**src/hw/rtl/rrd_pkg.sv**
```systemverilog
// shared types and constants of the request deframer
package rrd_pkg;

  localparam int unsigned MAX_DEPTH_DEF  = 4;
  localparam int unsigned LEN_BITS_DEF   = 30;
  localparam int unsigned CFG_W          = 30;
  localparam logic [CFG_W-1:0] MAX_LEN_RESET = 30'd536870912;

  localparam logic [7:0] CH_STAR   = 8'h2A;
  localparam logic [7:0] CH_DOLLAR = 8'h24;
  localparam logic [7:0] CH_COLON  = 8'h3A;
  localparam logic [7:0] CH_MINUS  = 8'h2D;
  localparam logic [7:0] CH_CR     = 8'h0D;
  localparam logic [7:0] CH_LF     = 8'h0A;
  localparam logic [7:0] CH_ZERO   = 8'h30;
  localparam logic [7:0] CH_NINE   = 8'h39;

  typedef enum logic [2:0] {
    PH_TYPE,
    PH_LEN,
    PH_HDR_LF,
    PH_PAYLOAD,
    PH_DATA_CR,
    PH_DATA_LF,
    PH_SKIP
  } phase_e;

  typedef enum logic [1:0] {
    LT_ARRAY,
    LT_BULK,
    LT_INT
  } line_e;

  typedef enum logic [2:0] {
    KIND_DATA,
    KIND_EMPTY,
    KIND_NULL,
    KIND_END,
    KIND_ERROR
  } kind_e;

  typedef enum logic [2:0] {
    ERR_BAD_TYPE,
    ERR_BAD_DIGIT,
    ERR_OVER_LIMIT,
    ERR_TOO_DEEP,
    ERR_NO_CRLF
  } err_e;

  typedef struct packed {
    logic  valid;
    kind_e kind;
    logic [7:0] data;
    logic  token_last;
    logic  command_last;
    err_e  code;
  } res_t;

  typedef struct packed {
    logic done;
    logic push;
    logic clear;
  } stk_req_t;

  typedef struct packed {
    logic full;
    logic cmd_last;
  } stk_stat_t;

endpackage

```
**src/hw/rtl/rrd_ifs.sv**
```systemverilog
// stream and configuration channel interfaces of the request deframer
interface rrd_byte_if;
  logic       valid;
  logic       ready;
  logic [7:0] byte_req;
  modport source (output valid, output byte_req, input ready);
  modport sink (input valid, input byte_req, output ready);
endinterface

interface rrd_result_if;
  logic       valid;
  logic       ready;
  logic [2:0] kind;
  logic [7:0] data;
  logic       token_last;
  logic       command_last;
  logic [2:0] error_code;
  modport source (output valid, output kind, output data, output token_last,
                  output command_last, output error_code, input ready);
  modport sink (input valid, input kind, input data, input token_last,
                input command_last, input error_code, output ready);
endinterface

interface rrd_cfg_if;
  logic        valid;
  logic        ready;
  logic [29:0] max_length;
  modport source (output valid, output max_length, input ready);
  modport sink (input valid, input max_length, output ready);
endinterface

```
**src/hw/rtl/rrd_in_reg.sv**
```systemverilog
// input byte register of the request deframer
module rrd_in_reg (
  input  logic       clk_i,
  input  logic       rst_ni,
  input  logic       valid_i,
  input  logic [7:0] byte_i,
  input  logic       out_free_i,
  output logic       ready_o,
  output logic       step_o,
  output logic [7:0] byte_o
);

  logic       valid_q;
  logic [7:0] byte_q;

  assign ready_o = !valid_q || out_free_i;
  assign step_o  = valid_q && out_free_i;
  assign byte_o  = byte_q;

  always_ff @(posedge clk_i or negedge rst_ni) begin
    if (!rst_ni) begin
      valid_q <= 1'b0;
    end else if (ready_o) begin
      valid_q <= valid_i;
    end
  end

  always_ff @(posedge clk_i) begin
    if (ready_o && valid_i) begin
      byte_q <= byte_i;
    end
  end

endmodule

```
**src/hw/rtl/rrd_count_stack.sv**
```systemverilog
// stack of remaining element counts, one entry per open array
module rrd_count_stack import rrd_pkg::*; #(
  parameter int unsigned MAX_DEPTH = MAX_DEPTH_DEF,
  parameter int unsigned LEN_BITS  = LEN_BITS_DEF
) (
  input  logic                clk_i,
  input  logic                rst_ni,
  input  stk_req_t            req_i,
  input  logic [LEN_BITS-1:0] push_val_i,
  output stk_stat_t           stat_o
);

  localparam int unsigned DW = $clog2(MAX_DEPTH + 1);
  localparam int unsigned IW = (MAX_DEPTH > 1) ? $clog2(MAX_DEPTH) : 1;

  logic [LEN_BITS-1:0] cnt_q [MAX_DEPTH];
  logic [DW-1:0]       depth_q, depth_d;
  logic [MAX_DEPTH-1:0] stop;
  logic [IW-1:0]       sel;
  logic                found;

  // a level stops the pop cascade when it is open and does not reach zero
  always_comb begin
    sel   = '0;
    found = 1'b0;
    for (int unsigned k = 0; k < MAX_DEPTH; k++) begin
      stop[k] = (DW'(k) < depth_q) && (cnt_q[k] != LEN_BITS'(1));
      if (stop[k]) begin
        sel   = IW'(k);
        found = 1'b1;
      end
    end
  end

  assign stat_o.full     = (depth_q >= DW'(MAX_DEPTH));
  assign stat_o.cmd_last = !found;

  always_comb begin
    depth_d = depth_q;
    if (req_i.clear) begin
      depth_d = '0;
    end else if (req_i.push) begin
      depth_d = depth_q + DW'(1);
    end else if (req_i.done) begin
      depth_d = found ? (DW'(sel) + DW'(1)) : '0;
    end
  end

  always_ff @(posedge clk_i or negedge rst_ni) begin
    if (!rst_ni) begin
      depth_q <= '0;
    end else begin
      depth_q <= depth_d;
    end
  end

  always_ff @(posedge clk_i) begin
    for (int unsigned k = 0; k < MAX_DEPTH; k++) begin
      if (!req_i.clear && req_i.push && (DW'(k) == depth_q)) begin
        cnt_q[k] <= push_val_i;
      end else if (!req_i.clear && req_i.done && found && (IW'(k) == sel)) begin
        cnt_q[k] <= cnt_q[k] - LEN_BITS'(1);
      end
    end
  end

  a_depth_bound: assert property (@(posedge clk_i) disable iff (!rst_ni)
    depth_q <= DW'(MAX_DEPTH)) else $error("stack depth beyond limit");

  a_no_push_full: assert property (@(posedge clk_i) disable iff (!rst_ni)
    req_i.push |-> !stat_o.full) else $error("push into full stack");

  a_clear_empties: assert property (@(posedge clk_i) disable iff (!rst_ni)
    req_i.clear |=> depth_q == '0) else $error("stack not emptied");

  a_push_grows: assert property (@(posedge clk_i) disable iff (!rst_ni)
    (req_i.push && !req_i.clear) |=> depth_q == $past(depth_q) + DW'(1))
    else $error("push did not grow stack");

endmodule

```
**src/hw/rtl/rrd_parser.sv**
```systemverilog
// header and payload state machine of the request deframer
module rrd_parser import rrd_pkg::*; #(
  parameter int unsigned LEN_BITS = LEN_BITS_DEF
) (
  input  logic                clk_i,
  input  logic                rst_ni,
  input  logic                step_i,
  input  logic [7:0]          byte_i,
  input  logic [CFG_W-1:0]    max_length_i,
  input  stk_stat_t           stk_i,
  output stk_req_t            stk_o,
  output logic [LEN_BITS-1:0] push_val_o,
  output res_t                res_o
);

  localparam int unsigned CW = (LEN_BITS > CFG_W) ? LEN_BITS : CFG_W;

  phase_e              phase_q, phase_d;
  line_e               line_q, line_d;
  logic [LEN_BITS-1:0] acc_q, acc_d;
  logic                neg_q, neg_d;
  logic                dig_q, dig_d;
  logic [LEN_BITS-1:0] left_q, left_d;

  logic [LEN_BITS+3:0] v_wide;
  logic [LEN_BITS-1:0] v_sat;
  logic [LEN_BITS-1:0] left_dec;
  logic                is_digit;
  logic                err;
  err_e                err_code;

  // acc * 10 + digit, saturated to the length width
  assign v_wide = ({4'b0, acc_q} << 3) + ({4'b0, acc_q} << 1)
                + (LEN_BITS + 4)'(byte_i[3:0]);
  assign v_sat  = (|v_wide[LEN_BITS+3:LEN_BITS]) ? '1 : v_wide[LEN_BITS-1:0];
  assign left_dec = left_q - LEN_BITS'(1);
  assign is_digit = (byte_i >= CH_ZERO) && (byte_i <= CH_NINE);
  assign push_val_o = acc_q;

  always_comb begin
    phase_d  = phase_q;
    line_d   = line_q;
    acc_d    = acc_q;
    neg_d    = neg_q;
    dig_d    = dig_q;
    left_d   = left_q;
    stk_o    = '0;
    res_o    = '0;
    err      = 1'b0;
    err_code = ERR_BAD_TYPE;
    if (step_i) begin
      unique case (phase_q)
        PH_TYPE: begin
          acc_d = '0;
          neg_d = 1'b0;
          dig_d = 1'b0;
          phase_d = PH_LEN;
          priority if (byte_i == CH_STAR) begin
            line_d = LT_ARRAY;
          end else if (byte_i == CH_DOLLAR) begin
            line_d = LT_BULK;
          end else if (byte_i == CH_COLON) begin
            line_d = LT_INT;
          end else begin
            err = 1'b1;
            err_code = ERR_BAD_TYPE;
          end
        end
        PH_LEN: begin
          priority if (byte_i == CH_MINUS && !dig_q && !neg_q) begin
            neg_d = 1'b1;
          end else if (is_digit) begin
            dig_d = 1'b1;
            if (line_q != LT_INT && !neg_q
                && (CW'(v_sat) > CW'(max_length_i))) begin
              err = 1'b1;
              err_code = ERR_OVER_LIMIT;
            end else begin
              acc_d = v_sat;
            end
          end else if (byte_i == CH_CR && dig_q) begin
            phase_d = PH_HDR_LF;
          end else begin
            err = 1'b1;
            err_code = ERR_BAD_DIGIT;
          end
        end
        PH_HDR_LF: begin
          phase_d = PH_TYPE;
          priority if (byte_i != CH_LF) begin
            err = 1'b1;
            err_code = ERR_NO_CRLF;
          end else if (line_q == LT_INT || neg_q || (line_q == LT_ARRAY && acc_q == '0)
                       || (line_q == LT_BULK && acc_q == '0)) begin
            stk_o.done = 1'b1;
            res_o.valid = 1'b1;
            res_o.token_last = 1'b1;
            res_o.command_last = stk_i.cmd_last;
            if (line_q == LT_INT) begin
              res_o.kind = KIND_END;
            end else if (neg_q) begin
              res_o.kind = KIND_NULL;
            end else if (line_q == LT_ARRAY) begin
              res_o.kind = KIND_END;
            end else begin
              res_o.kind = KIND_EMPTY;
              phase_d = PH_DATA_CR;
            end
          end else if (line_q == LT_ARRAY) begin
            if (stk_i.full) begin
              err = 1'b1;
              err_code = ERR_TOO_DEEP;
            end else begin
              stk_o.push = 1'b1;
            end
          end else begin
            left_d = acc_q;
            phase_d = PH_PAYLOAD;
          end
        end
        PH_PAYLOAD: begin
          left_d = left_dec;
          res_o.valid = 1'b1;
          res_o.kind = KIND_DATA;
          res_o.data = byte_i;
          if (left_dec == '0) begin
            stk_o.done = 1'b1;
            res_o.token_last = 1'b1;
            res_o.command_last = stk_i.cmd_last;
            phase_d = PH_DATA_CR;
          end
        end
        PH_DATA_CR: begin
          phase_d = PH_DATA_LF;
          if (byte_i != CH_CR) begin
            err = 1'b1;
            err_code = ERR_NO_CRLF;
          end
        end
        PH_DATA_LF: begin
          phase_d = PH_TYPE;
          if (byte_i != CH_LF) begin
            err = 1'b1;
            err_code = ERR_NO_CRLF;
          end
        end
        PH_SKIP: begin
          if (byte_i == CH_LF) begin
            phase_d = PH_TYPE;
          end
        end
        default: begin
          phase_d = PH_SKIP;
        end
      endcase

      // error: one result, stack cleared, drop up to the next line feed
      if (err) begin
        stk_o = '0;
        stk_o.clear = 1'b1;
        acc_d  = '0;
        neg_d  = 1'b0;
        dig_d  = 1'b0;
        left_d = '0;
        phase_d = (byte_i == CH_LF && err_code != ERR_TOO_DEEP) ? PH_TYPE : PH_SKIP;
        res_o = '0;
        res_o.valid = 1'b1;
        res_o.kind  = KIND_ERROR;
        res_o.code  = err_code;
      end
    end
  end

  always_ff @(posedge clk_i or negedge rst_ni) begin
    if (!rst_ni) begin
      phase_q <= PH_TYPE;
      line_q  <= LT_ARRAY;
      acc_q   <= '0;
      neg_q   <= 1'b0;
      dig_q   <= 1'b0;
      left_q  <= '0;
    end else begin
      phase_q <= phase_d;
      line_q  <= line_d;
      acc_q   <= acc_d;
      neg_q   <= neg_d;
      dig_q   <= dig_d;
      left_q  <= left_d;
    end
  end

endmodule

```
**src/hw/rtl/rrd_out_reg.sv**
```systemverilog
// result register of the request deframer
module rrd_out_reg import rrd_pkg::*; (
  input  logic clk_i,
  input  logic rst_ni,
  input  logic step_i,
  input  res_t res_i,
  input  logic ready_i,
  output logic free_o,
  output res_t res_o
);

  logic valid_q;
  res_t res_q;

  assign free_o = !valid_q || ready_i;

  always_comb begin
    res_o = res_q;
    res_o.valid = valid_q;
  end

  always_ff @(posedge clk_i or negedge rst_ni) begin
    if (!rst_ni) begin
      valid_q <= 1'b0;
    end else if (free_o) begin
      valid_q <= step_i && res_i.valid;
    end
  end

  always_ff @(posedge clk_i) begin
    if (free_o) begin
      res_q <= res_i;
    end
  end

endmodule

```
**src/hw/rtl/resp_request_deframer.sv**
```systemverilog
// top level of the request deframer
//
//   channel | dir | payload              | transfer when
//   req_i   | in  | byte_req             | valid && ready
//   res_o   | out | kind, data, token_last, command_last, error_code | valid && ready
//   cfg_i   | in  | max_length           | valid && ready (ready always high)
//
// one byte per cycle sustained while the result register can drain; a byte waits in the input
// register, and its result, if any, is taken into the result register as the byte steps out;
// the step logic (type decode, decimal accumulate, stack pop scan) is one pass
// reset empties both registers, the count stack and the header state
// a stalled result holds the result register; the input register keeps
// taking a byte as long as the result register can drain or is empty
module resp_request_deframer import rrd_pkg::*; #(
  parameter int unsigned MAX_DEPTH = MAX_DEPTH_DEF,
  parameter int unsigned LEN_BITS  = LEN_BITS_DEF
) (
  input  logic         clk_i,
  input  logic         rst_ni,
  rrd_byte_if.sink     req_i,
  rrd_result_if.source res_o,
  rrd_cfg_if.sink      cfg_i
);

  logic [CFG_W-1:0]    max_len_q;
  logic                out_free;
  logic                step;
  logic [7:0]          byte_cur;
  stk_req_t            stk_req;
  stk_stat_t           stk_stat;
  logic [LEN_BITS-1:0] push_val;
  res_t                res_next;
  res_t                res_cur;

  // limit register; the user must write it only while the block is idle, the block does not enforce this
  assign cfg_i.ready = 1'b1;

  always_ff @(posedge clk_i or negedge rst_ni) begin
    if (!rst_ni) begin
      max_len_q <= MAX_LEN_RESET;
    end else if (cfg_i.valid) begin
      max_len_q <= cfg_i.max_length;
    end
  end

  // input register: a byte steps forward whenever the result slot can take it
  rrd_in_reg u_in (
    .clk_i      (clk_i),
    .rst_ni     (rst_ni),
    .valid_i    (req_i.valid),
    .byte_i     (req_i.byte_req),
    .out_free_i (out_free),
    .ready_o    (req_i.ready),
    .step_o     (step),
    .byte_o     (byte_cur)
  );

  // header and payload parsing
  rrd_parser #(
    .LEN_BITS (LEN_BITS)
  ) u_parser (
    .clk_i        (clk_i),
    .rst_ni       (rst_ni),
    .step_i       (step),
    .byte_i       (byte_cur),
    .max_length_i (max_len_q),
    .stk_i        (stk_stat),
    .stk_o        (stk_req),
    .push_val_o   (push_val),
    .res_o        (res_next)
  );

  // open array counts, popped in one pass when elements finish
  rrd_count_stack #(
    .MAX_DEPTH (MAX_DEPTH),
    .LEN_BITS  (LEN_BITS)
  ) u_stack (
    .clk_i      (clk_i),
    .rst_ni     (rst_ni),
    .req_i      (stk_req),
    .push_val_i (push_val),
    .stat_o     (stk_stat)
  );

  // result register toward the sink
  rrd_out_reg u_out (
    .clk_i   (clk_i),
    .rst_ni  (rst_ni),
    .step_i  (step),
    .res_i   (res_next),
    .ready_i (res_o.ready),
    .free_o  (out_free),
    .res_o   (res_cur)
  );

  assign res_o.valid        = res_cur.valid;
  assign res_o.kind         = res_cur.kind;
  assign res_o.data         = res_cur.data;
  assign res_o.token_last   = res_cur.token_last;
  assign res_o.command_last = res_cur.command_last;
  assign res_o.error_code   = res_cur.code;

endmodule

```
**src/flat_wrapper.sv**
```systemverilog
// flat-port wrapper written by rule: the top's interface ports become plain ports
module resp_request_deframer_flat import rrd_pkg::*;
#(
  parameter int unsigned MAX_DEPTH = MAX_DEPTH_DEF,
  parameter int unsigned LEN_BITS  = LEN_BITS_DEF
)
  (clk_i, rst_ni, req_i_valid, req_i_byte_req, req_i_ready, res_o_valid, res_o_kind, res_o_data, res_o_token_last, res_o_command_last, res_o_error_code, res_o_ready, cfg_i_valid, cfg_i_max_length, cfg_i_ready);
  rrd_byte_if req_i_i ();
  rrd_result_if res_o_i ();
  rrd_cfg_if cfg_i_i ();
  input  logic clk_i;
  input  logic rst_ni;
  input wire logic [$bits(req_i_i.valid)-1:0] req_i_valid;
  input wire logic [$bits(req_i_i.byte_req)-1:0] req_i_byte_req;
  output wire logic [$bits(req_i_i.ready)-1:0] req_i_ready;
  output wire logic [$bits(res_o_i.valid)-1:0] res_o_valid;
  output wire logic [$bits(res_o_i.kind)-1:0] res_o_kind;
  output wire logic [$bits(res_o_i.data)-1:0] res_o_data;
  output wire logic [$bits(res_o_i.token_last)-1:0] res_o_token_last;
  output wire logic [$bits(res_o_i.command_last)-1:0] res_o_command_last;
  output wire logic [$bits(res_o_i.error_code)-1:0] res_o_error_code;
  input wire logic [$bits(res_o_i.ready)-1:0] res_o_ready;
  input wire logic [$bits(cfg_i_i.valid)-1:0] cfg_i_valid;
  input wire logic [$bits(cfg_i_i.max_length)-1:0] cfg_i_max_length;
  output wire logic [$bits(cfg_i_i.ready)-1:0] cfg_i_ready;
  assign req_i_i.valid = req_i_valid;
  assign req_i_i.byte_req = req_i_byte_req;
  assign req_i_ready = req_i_i.ready;
  assign res_o_valid = res_o_i.valid;
  assign res_o_kind = res_o_i.kind;
  assign res_o_data = res_o_i.data;
  assign res_o_token_last = res_o_i.token_last;
  assign res_o_command_last = res_o_i.command_last;
  assign res_o_error_code = res_o_i.error_code;
  assign res_o_i.ready = res_o_ready;
  assign cfg_i_i.valid = cfg_i_valid;
  assign cfg_i_i.max_length = cfg_i_max_length;
  assign cfg_i_ready = cfg_i_i.ready;
  resp_request_deframer #(.MAX_DEPTH(MAX_DEPTH), .LEN_BITS(LEN_BITS)) u_core (.clk_i(clk_i), .rst_ni(rst_ni), .req_i(req_i_i), .res_o(res_o_i), .cfg_i(cfg_i_i));
endmodule
```
**config.mk**
```make
export PLATFORM = sky130hd
export DESIGN_NAME = resp_request_deframer_flat
export DESIGN_NICKNAME = d
export VERILOG_FILES = /design/src/hw/rtl/rrd_pkg.sv /design/src/hw/rtl/rrd_ifs.sv /design/src/hw/rtl/rrd_in_reg.sv /design/src/hw/rtl/rrd_count_stack.sv /design/src/hw/rtl/rrd_parser.sv /design/src/hw/rtl/rrd_out_reg.sv /design/src/hw/rtl/resp_request_deframer.sv /design/src/flat_wrapper.sv
export SDC_FILE = /design/constraint.sdc
export NUM_CORES = 1
export LEC_CHECK = 0
export BUFFER_PORTS_ARGS = -buffer_cell sky130_fd_sc_hd__buf_2
export CORE_ASPECT_RATIO = 0.6
export CORE_MARGIN = 5
export CORE_UTILIZATION = 55
export CTS_BUF_LIST = sky130_fd_sc_hd__clkbuf_4
export DETAILED_ROUTE_END_ITERATION = 6
export PLACE_DENSITY = 0.82
export SYNTH_ARGS = -nofsm -noshare
export SYNTH_HDL_FRONTEND = slang
export SYNTH_SLANG_ARGS = --single-unit
```
**constraint.sdc**
```tcl
create_clock -name clk_i -period 9.1 [get_ports clk_i]
set_input_delay 2.275 -clock clk_i [delete_from_list [all_inputs] [get_ports clk_i]]
set_output_delay 2.275 -clock clk_i [all_outputs]
set_load 0.02 [all_outputs]
```
==> impl_metrics.yaml, run 1 <==
sta:
  hold_viol_final: 0
  rsz0062_at_grt: "false"
  setup_violations: 0
  worst_pin_slew_ns: 1.34
  fmax_ghz: 0.120
  drv_slew: 0
  fin_crit_ns: 8.30
  min_period_over_period_pct: 91.2
  timing.hold.ws_ns: 0.518
  finalClockSkew_ns: 0.0748
  setup-tns-final_ns: 0
  maxSlewHeadroom_pct: 9.93
setup_path:
  worstPathMaxFanout: 32
  r2r.worst_path.cells: 25
  path_common_cell: "inv_1"
  cp.arrival_ns: 8.71
  critPathBufInv: 5
  crit_type: "register to register"
  cp-start-kind: "register"
  cp.required_ns: 9.50
  slowest_stage: "fa_1"
  rrSetupSlack_ns: 0.80
  max_stage_delay_ns: 0.57
  end_kind: "register"
  cp_top_family: "compound AO/OA/AOI/OAI gates"
  r2r_start: "u_core.u_parser.push_val_o[0]"
  worstReg2RegEnd: "u_core.u_stack.cnt_q[3][16]"
placement:
  io_buffers: 60
  placed_area_um2: 17500
  placed_cells: 2107
  hpwl_um: 32500
  gp_congestion: 0.971
outcome:
  violations: "design-rule violations"
  outcome: "complete, but fails checks"
global_routing:
  overflow: 0
  grt_pass1_vias: 13504
  antenna_found_initial: 3
  grt_pass1_wl_um: 74500
  grt_max_degree: 75
  gr-usage-all-layers_pct: 26.6
worst_hold_path:
  hold_class: "register to register"
  hold_path_end: "u_core.max_len_q[29]"
  hold_depth: 2
  holdCritStartpoint: "u_core.max_len_q[29]"
floorplan:
  io_pins: 62
  die_w_um: 236
  die-height_um: 146
  row_count: 49
  start_util_pct: 56.1
  dieArea_um2: 34400
  core_area_um2: 30100
route:
  drtIter0Drc: 1628
  vias_per_cell: 6.31
  drcViolationCount: 27
  drtPass1Iterations: 7
  drtAntennaViolNets: 0
  wl_per_cell_um: 21.3
  wl_um: 47300
  num_vias: 14033
synthesis:
  yosysSeqAreaShare_pct: 40.8
  synth.distinct_cells: 89
  ys.flop_type: "edfxtp_1"
  synth_mux_area_share_pct: 8.56
  ys_ff_latch: 246
  syn_area_um2: 16900
  synth_compound_area_share_pct: 12.6
  synth_top_family_by_area: "simple AND/OR/NAND/NOR gates"
  synth_edf_count: 144
  yosysWarnings: 0
  syn-num-nets: 1829
  synthXorXnorAreaFrac_pct: 7.01
  syn_area_per_cell_um2: 10.1
  synthAdderAreaFrac_pct: 8.10
  async_reset_ff_share_pct: 41.5
  synth-simple-area-share_pct: 18.7
  syn_inst: 1678
clocking:
  htreeDepth: 2
  root_buffer: "clkbuf_4"
  cts_buffers: 59
  cts_hold_buffers: 0
  cts_buffer_depth: 3
  insertion_delay_ns: 0.76
  path_clk_slew_ns: 0.08
  cts_tree: "done"
  clock-sinks: 246
layout:
  layout-drive-gt1-share_pct: 16.8
  fin_cells: 2223
  fin_nets: 1913
  fillers: 2371
  layout_common_cells: "nand2_1, edfxtp_1, ha_1, o21ai_0, nor2_1"
  layout_commonest_cell: "nand2_1"
  final_area_um2: 18400
  syn2layout_area_growth_pct: 8.81
power:
  total_power_w: 0.00277
  power.density_nw_per_um2: 151
  p_leak_nw: 7.71
  irDropWorstVdd_v: 0.000136
run:
  maxCapViolCount: 0
[through the flow]
step	util (%)	worst slack, ns
after floorplan	-	0.534
final	61.0	0.798
after CTS	60.9	0.484
after detailed placement	58.2	0.527
after global routing	61.0	0.262
after global placement	58.2	0.852
[cells by family after synthesis]
family / after synthesis
adder cells (fa/ha/maj): 108
XOR/XNOR: 135
other: 1
buffers and inverters: 149
multiplexers: 118
flip-flops: 246
AO/OA/AOI/OAI: 329
AND/OR/NAND/NOR: 592
[worst register-to-register path: stages, from the launching register on]
cell and delay [ns]:
dfrtp_1 0.43, inv_1 0.19, fa_1 0.57, inv_1 0.07, fa_1 0.49, a211oi_1 0.33
o21ai_1 0.14, a41o_1 0.29, a211oi_2 0.36, o211ai_1 0.19, a311oi_1 0.30, o221ai_1 0.14
buf_4 0.23, nor4b_1 0.45, inv_1 0.10, ha_1 0.33, a211oi_1 0.24, o21ai_0 0.14
a2111oi_0 0.39, nor3_1 0.13, o211ai_1 0.57, nand3_4 0.46, nor3b_4 0.45, nand2_4 0.40
o31ai_4 0.16, buf_4 0.40
[registers in the layout (all words and copies together) (netlist names)]
name                        count
u_core.u_parser.left_q         30
u_core.u_in.byte_o              8
u_core.u_parser.phase_q         3
u_core.max_len_q               30
u_core.u_stack.cnt_q          120
u_core.u_parser.dig_q           1
u_core.u_parser.line_q          2
u_core.u_parser.neg_q           1
u_core.u_out.valid_q            1
u_core.u_out.res_o             16
u_core.u_stack.depth_q          3
u_core.u_in.valid_q             1
u_core.u_parser.push_val_o     30
[per-layer routing]
layer | track usage [%] | part of all wire, % | vias to the layer above
li1 | - | - | 6376
met1 | 36.9 | 43 | 6786
met2 | 39.3 | 43 | 739
met3 | 9.49 | 12 | 128
met4 | 7.70 | 2.6 | 4
met5 | 4.13 | 0.44 | -
[synthesized netlist by cell type (9+ instances only)]
| library cell | instances | area, um2 |
|---|---|---|
| nand2_1 | 167 | 627 |
| edfxtp_1 | 144 | 4320 |
| ha_1 | 106 | 1330 |
| o21ai_0 | 105 | 526 |
| nor2_1 | 104 | 390 |
| dfrtp_1 | 101 | 2530 |
| inv_1 | 86 | 323 |
| xor2_1 | 82 | 718 |
| a21oi_1 | 76 | 380 |
| nor3_1 | 68 | 340 |
| xnor2_1 | 53 | 464 |
| mux2_2 | 43 | 484 |
| nor4_1 | 39 | 244 |
| nand3_1 | 37 | 185 |
| clkbuf_1 | 34 | 128 |
| mux2_4 | 34 | 510 |
| mux2_1 | 32 | 360 |
| o211ai_1 | 27 | 203 |
| or3_1 | 23 | 144 |
| a21o_1 | 18 | 135 |
| nand4_1 | 17 | 106 |
| nand2b_1 | 16 | 100 |
| and2_1 | 14 | 87.6 |
| nor2b_1 | 14 | 87.6 |
| nor4b_1 | 13 | 114 |
| or4_1 | 13 | 97.6 |
| buf_6 | 12 | 135 |
| and3_1 | 11 | 68.8 |
| o21a_1 | 11 | 82.6 |
| buf_2 | 10 | 50.1 |
| nand3b_1 | 10 | 75.1 |
| o22ai_1 | 10 | 62.6 |
| o31ai_1 | 10 | 75.1 |
| mux2i_1 | 9 | 90.1 |
[how the worst max path moves through the flow]
stage                                   to  slack [ns]                     startpoint  cells after the start
3_3_place_gp   u_core.u_stack.cnt_q[3][16]        0.85  u_core.u_parser.push_val_o[0]                     25
3_5_place_dp   u_core.u_stack.cnt_q[3][11]        0.53  u_core.u_parser.push_val_o[0]                     25
5_1_grt        u_core.u_stack.cnt_q[3][17]        0.26  u_core.u_parser.push_val_o[0]                     25
2_1_floorplan   u_core.u_stack.cnt_q[3][0]        0.53  u_core.u_parser.push_val_o[0]                     23
4_1_cts        u_core.u_stack.cnt_q[3][16]        0.48  u_core.u_parser.push_val_o[0]                     25
6_report       u_core.u_stack.cnt_q[3][16]        0.80  u_core.u_parser.push_val_o[0]                     25
[what timing repair did]
action                                  CTS  global route
gates resized for setup                   0             1
endpoints found under the setup margin    0            30
buffers inserted                          0             2
[area by class of cell]
type,count,area [um2],share of cell area [%]
Multi-Input combinational cell,1283,9330,50.8
Clock inverter,26,185,1.01
Inverter,86,323,1.76
Sequential cell,246,6880,37.5
Clock buffer,85,638,3.47
Antenna cell,3,7.51,0.0409
Tap cell,408,510,2.78
Timing Repair Buffer,86,498,2.71
[power by group]
part	switching [W]	leakage, nW	internal [W]
combinational	0.000345	4.79	0.000149
clock	0.000486	0.482	0.000518
sequential	0.0000416	2.44	0.00123
total	0.000872	7.71	0.00189
No activity file was read; power rests on OpenSTA's default activity.
==> run 2, diff against run 1 <==
PLACE_DENSITY = 0.79   (was 0.82)
clock period = 9.9 ns   (was 9.1 ns; I/O delays follow)
==> impl_metrics.yaml, run 2 (synthesis gave the netlist of run 1 again) <==
outcome:
  outcome: "completed"
layout:
  fin_nets: 1904
  layout-drive-gt1-share_pct: 16.3
  top_register: "u_core.u_stack.cnt_q"
  largest_reg_flops: 120
  layout_commonest_cell: "nand2_1"
  fillers: 2508
  layout_common_cells: "nand2_1, edfxtp_1, ha_1, o21ai_0, nor2_1"
  syn2layout_area_growth_pct: 7.66
global_routing:
  grt_pass1_vias: 13056
  grt_pass1_wl_um: 73200
  grt_max_degree: 73
  overflow: 0
  gr-usage-all-layers_pct: 26.2
  antenna_found_initial: 1
clocking:
  cts_buffer_depth: 3
  post_cts_resized: 0
  cts_tree: "done"
  cts_hold_buffers: 0
  post_cts_buffers: 0
  htreeDepth: 2
  root_buffer: "clkbuf_4"
  cts_buffers: 59
  path_clk_slew_ns: 0.06
  clock-sinks: 246
  insertion_delay_ns: 0.75
worst_hold_path:
  holdCritStartpoint: "u_core.max_len_q[0]"
  hold_class: "register to register"
setup_path:
  cp-start-kind: "register"
  r2r_start: "u_core.u_parser.push_val_o[2]"
  end_kind: "register"
  worstPathMaxFanout: 32
  slowest_stage: "xor2_1"
  cp.arrival_ns: 9.24
  max_stage_delay_ns: 0.87
  crit_start: "u_core.u_parser.push_val_o[2]"
  cp.required_ns: 10.28
  crit_type: "register to register"
placement:
  hpwl_um: 32500
  io_buffers: 60
  gp_congestion: 0.964
route:
  wl_per_cell_um: 21.4
  wl_um: 47000
  num_vias: 13831
  drtPass1Iterations: 6
  drcViolationCount: 0
  drtAntennaViolNets: 0
  vias_per_cell: 6.29
  drtIter0Drc: 1691
sta:
  setup_violations: 0
  worst_pin_slew_ns: 1.27
  maxSlewHeadroom_pct: 15.0
  rsz0062_at_grt: "false"
  drv_slew: 0
  fin_crit_ns: 8.86
  fmax_ghz: 0.113
  hold_viol_final: 0
  finalClockSkew_ns: 0.0344
  setup-tns-final_ns: 0
  min_period_over_period_pct: 89.5
power:
  p_clk_share_pct: 34.4
  p_leak_nw: 7.61
  netSwitchingFraction_pct: 32.0
  p_comb_share_pct: 18.4
  power.switching_w: 0.000792
  seqPwrFrac_pct: 47.1
  power.density_nw_per_um2: 136
  total_power_w: 0.00248
  p_int_w: 0.00168
  irDropWorstVdd_v: 0.000115
floorplan:
  die_w_um: 236
  start_util_pct: 56.1
  core_area_um2: 30100
  io_pins: 62
  dieArea_um2: 34400
  row_count: 49
  die-height_um: 146
run:
  maxCapViolCount: 0
run 2: power by group through the flow:
stage	logic (W)	clock network, W	registers, W
2_1_floorplan	0.000316	0	0.00119
3_3_place_gp	0.000430	0	0.00119
3_5_place_dp	0.000442	0	0.00119
4_1_cts	0.000444	0.000860	0.00117
5_1_grt	0.000493	0.000915	0.00117
6_report	0.000457	0.000852	0.00117
run 2: metal layers:
metal	GRT usage (%)	part of all wire (%)	routed length, um
met3	9.87	13	6060
met1	38.4	43	20300
met4	6.34	2.3	1090
met5	3.17	0.34	158
met2	36.6	41	19400
run 2: final cells by class:
| type | count | area, um2 | share of cell area [%] |
|---|---|---|---|
| clock buffer | 86 | 646 | 3.55 |
| timing repair buffer | 77 | 430 | 2.37 |
| multi-input combinational | 1283 | 9310 | 51.2 |
| clock inverter | 11 | 73.8 | 0.406 |
| antenna | 1 | 2.50 | 0.0138 |
| sequential | 246 | 6880 | 37.9 |
| tap | 408 | 510 | 2.81 |
| inverter | 86 | 323 | 1.78 |
run 2: worst max-delay path: cells and delay by family, from the launching register on:
kind	cells	cell delay (ns)
AOI/OAI and AO/OA	11	3.06
xor gates and xnor gates	1	0.87
adders and majority gates	3	1.27
buffers and inverters	4	0.92
DFF	1	0.45
and+or+nand+nor	6	1.89
run 2: per-stage QoR:
stage	instances	hold slack (ns)	utilization, %	setup slack [ns]	cell area [um2]
2_1_floorplan	1678	0.469	-	0.448	16900
3_3_place_gp	2100	0.509	58.0	1.59	17400
3_5_place_dp	2100	0.509	58.0	1.29	17400
4_1_cts	2197	0.526	60.4	1.24	18200
5_1_grt	2197	0.552	60.4	0.555	18200
6_report	2198	0.525	60.4	1.04	18200
run 2: path summary, 6_finish.rpt:
path | slack, ns | cells after the start | to
min in group asynchronous | 1.68 | 1 | u_core.u_parser.left_q[21]
worst max register to register | 1.04 | 25 | u_core.u_stack.cnt_q[3][21]
worst min-delay path | 0.53 | 1 | u_core.max_len_q[0]
worst max-delay path | 1.04 | 25 | u_core.u_stack.cnt_q[3][21]
max in group asynchronous | 6.90 | 2 | u_core.u_parser.push_val_o[24]
worst min register to register | 0.53 | 1 | u_core.max_len_q[0]
==> run 3, diff against run 2 <==
RECOVER_POWER = 25   (was not set)
REMOVE_ABC_BUFFERS = 1   (was not set)
SETUP_SLACK_MARGIN = 0.1   (was not set)
==> impl_metrics.yaml, run 3 (synthesis gave the netlist of run 1 again) <==
outcome:
  outcome: "complete, but fails checks"
  violations: "max-capacitance violations, max-slew violations"
layout:
  layout_commonest_cell: "nand2_1"
  layout_common_cells: "nand2_1, edfxtp_1, ha_1, o21ai_0, nor2_1"
  largest_reg_flops: 120
  fin_nets: 1913
  seq_area_um2: 6880
  layout-drive-gt1-share_pct: 16.5
  multi_input_area_um2: 9310
  fillers: 2484
  syn2layout_area_growth_pct: 8.20
  num_antenna_cells: 0
  top_register: "u_core.u_stack.cnt_q"
sta:
  fmax_ghz: 0.115
  worst_pin_slew_ns: 3.32
  maxSlewHeadroom_pct: -121
  setup-tns-final_ns: 0
  rsz0062_at_grt: "false"
  setup_violations: 0
  fin_crit_ns: 8.70
  hold_viol_final: 0
  timing.hold.ws_ns: 0.519
  finalClockSkew_ns: 0.0730
  min_period_over_period_pct: 87.9
  drv_slew: 165
clocking:
  post_cts_buffers: 0
  cts_hold_buffers: 0
  path_clk_slew_ns: 0.07
  cts_buffer_depth: 3
  clock-sinks: 246
  cts_tree: "done"
  root_buffer: "clkbuf_4"
  insertion_delay_ns: 0.79
  cts_buffers: 58
  htreeDepth: 2
  post_cts_resized: 0
route:
  wl_per_cell_um: 21.2
  drtAntennaViolNets: 0
  drcViolationCount: 0
  num_vias: 13913
  vias_per_cell: 6.27
  drtIter0Drc: 1749
  wl_um: 47000
  drtPass1Iterations: 7
power:
  irDropWorstVdd_v: 0.000103
  p_leak_nw: 7.67
  power.density_nw_per_um2: 136
worst_hold_path:
  hold_class: "register to register"
global_routing:
  grt_max_degree: 63
  antenna_found_initial: 1
  overflow: 0
  gr-usage-all-layers_pct: 26.4
  grt_pass1_vias: 13147
  grt_pass1_wl_um: 73400
setup_path:
  path_common_cell: "inv_1"
  cp.required_ns: 10.30
  max_stage_delay_ns: 0.72
  crit_type: "register to register"
  worstPathMaxFanout: 32
  end_kind: "register"
  critPathBufInv: 5
  cp.arrival_ns: 9.10
  cp-start-kind: "register"
  slowest_stage: "o211ai_1"
  cp_top_family: "compound AO/OA/AOI/OAI gates"
floorplan:
  die_w_um: 236
  dieArea_um2: 34400
  core_area_um2: 30100
  die-height_um: 146
  row_count: 49
  io_pins: 62
  start_util_pct: 56.1
placement:
  gp_congestion: 0.977
  io_buffers: 60
  hpwl_um: 32500
run:
  maxCapViolCount: 3
## run 3: layout make-up
type                            count  area share (%)
Sequential cell                   246            37.7
Clock buffer                       90            3.70
Timing Repair Buffer               87            2.72
Tap cell                          408            2.80
Clock inverter                     19           0.391
Multi-Input combinational cell   1283            51.0
Inverter                           86            1.77
## run 3: metrics by stage
step	cells	total power (W)	area (um2)	util [%]	setup WS, ns
2_1_floorplan	1615	0.00148	16500	-	0.100
3_3_place_gp	2110	0.00161	17500	58.2	1.80
3_5_place_dp	2110	0.00162	17500	58.2	1.52
4_1_cts	2219	0.00248	18300	60.7	1.46
5_1_grt	2219	0.00259	18300	60.7	0.880
6_report	2219	0.00248	18300	60.7	1.20
## run 3: report_power, final
group          total (W)  internal, W  switching, W
clock           0.000858     0.000413      0.000445
sequential       0.00117      0.00113     0.0000372
combinational   0.000452     0.000136      0.000315
total            0.00248      0.00168      0.000798
## run 3: final timing paths
| kind | from | end | slack, ns | cells after the start |
|---|---|---|---|---|
| worst max-delay path | u_core.u_parser.push_val_o[2] | u_core.u_stack.cnt_q[3][0] | 1.20 | 25 |
| worst min-delay path | u_core.u_parser.push_val_o[27] | u_core.u_parser.push_val_o[27] | 0.52 | 2 |
| worst max register to register | u_core.u_parser.push_val_o[2] | u_core.u_stack.cnt_q[3][0] | 1.20 | 25 |
| worst min register to register | u_core.u_parser.push_val_o[27] | u_core.u_parser.push_val_o[27] | 0.52 | 2 |
| max in group asynchronous | rst_ni | u_core.u_parser.push_val_o[28] | 3.38 | 2 |
| min in group asynchronous | rst_ni | u_core.u_parser.left_q[20] | 2.37 | 1 |
## run 3: layer usage
metal,GRT usage (%),part of all wire [%],vias up
met1,38.0,43,6660
met4,6.89,2.5,0
met3,11.0,14,120
met5,0,0,-
met2,36.8,41,761
li1,-,-,6372
## run 3: tightest hold or removal path: cells and delay by family, from the launching register on
family          cells  cell delay, ns
flops               1            0.34
compound gates      1            0.08
simple gates        1            0.05
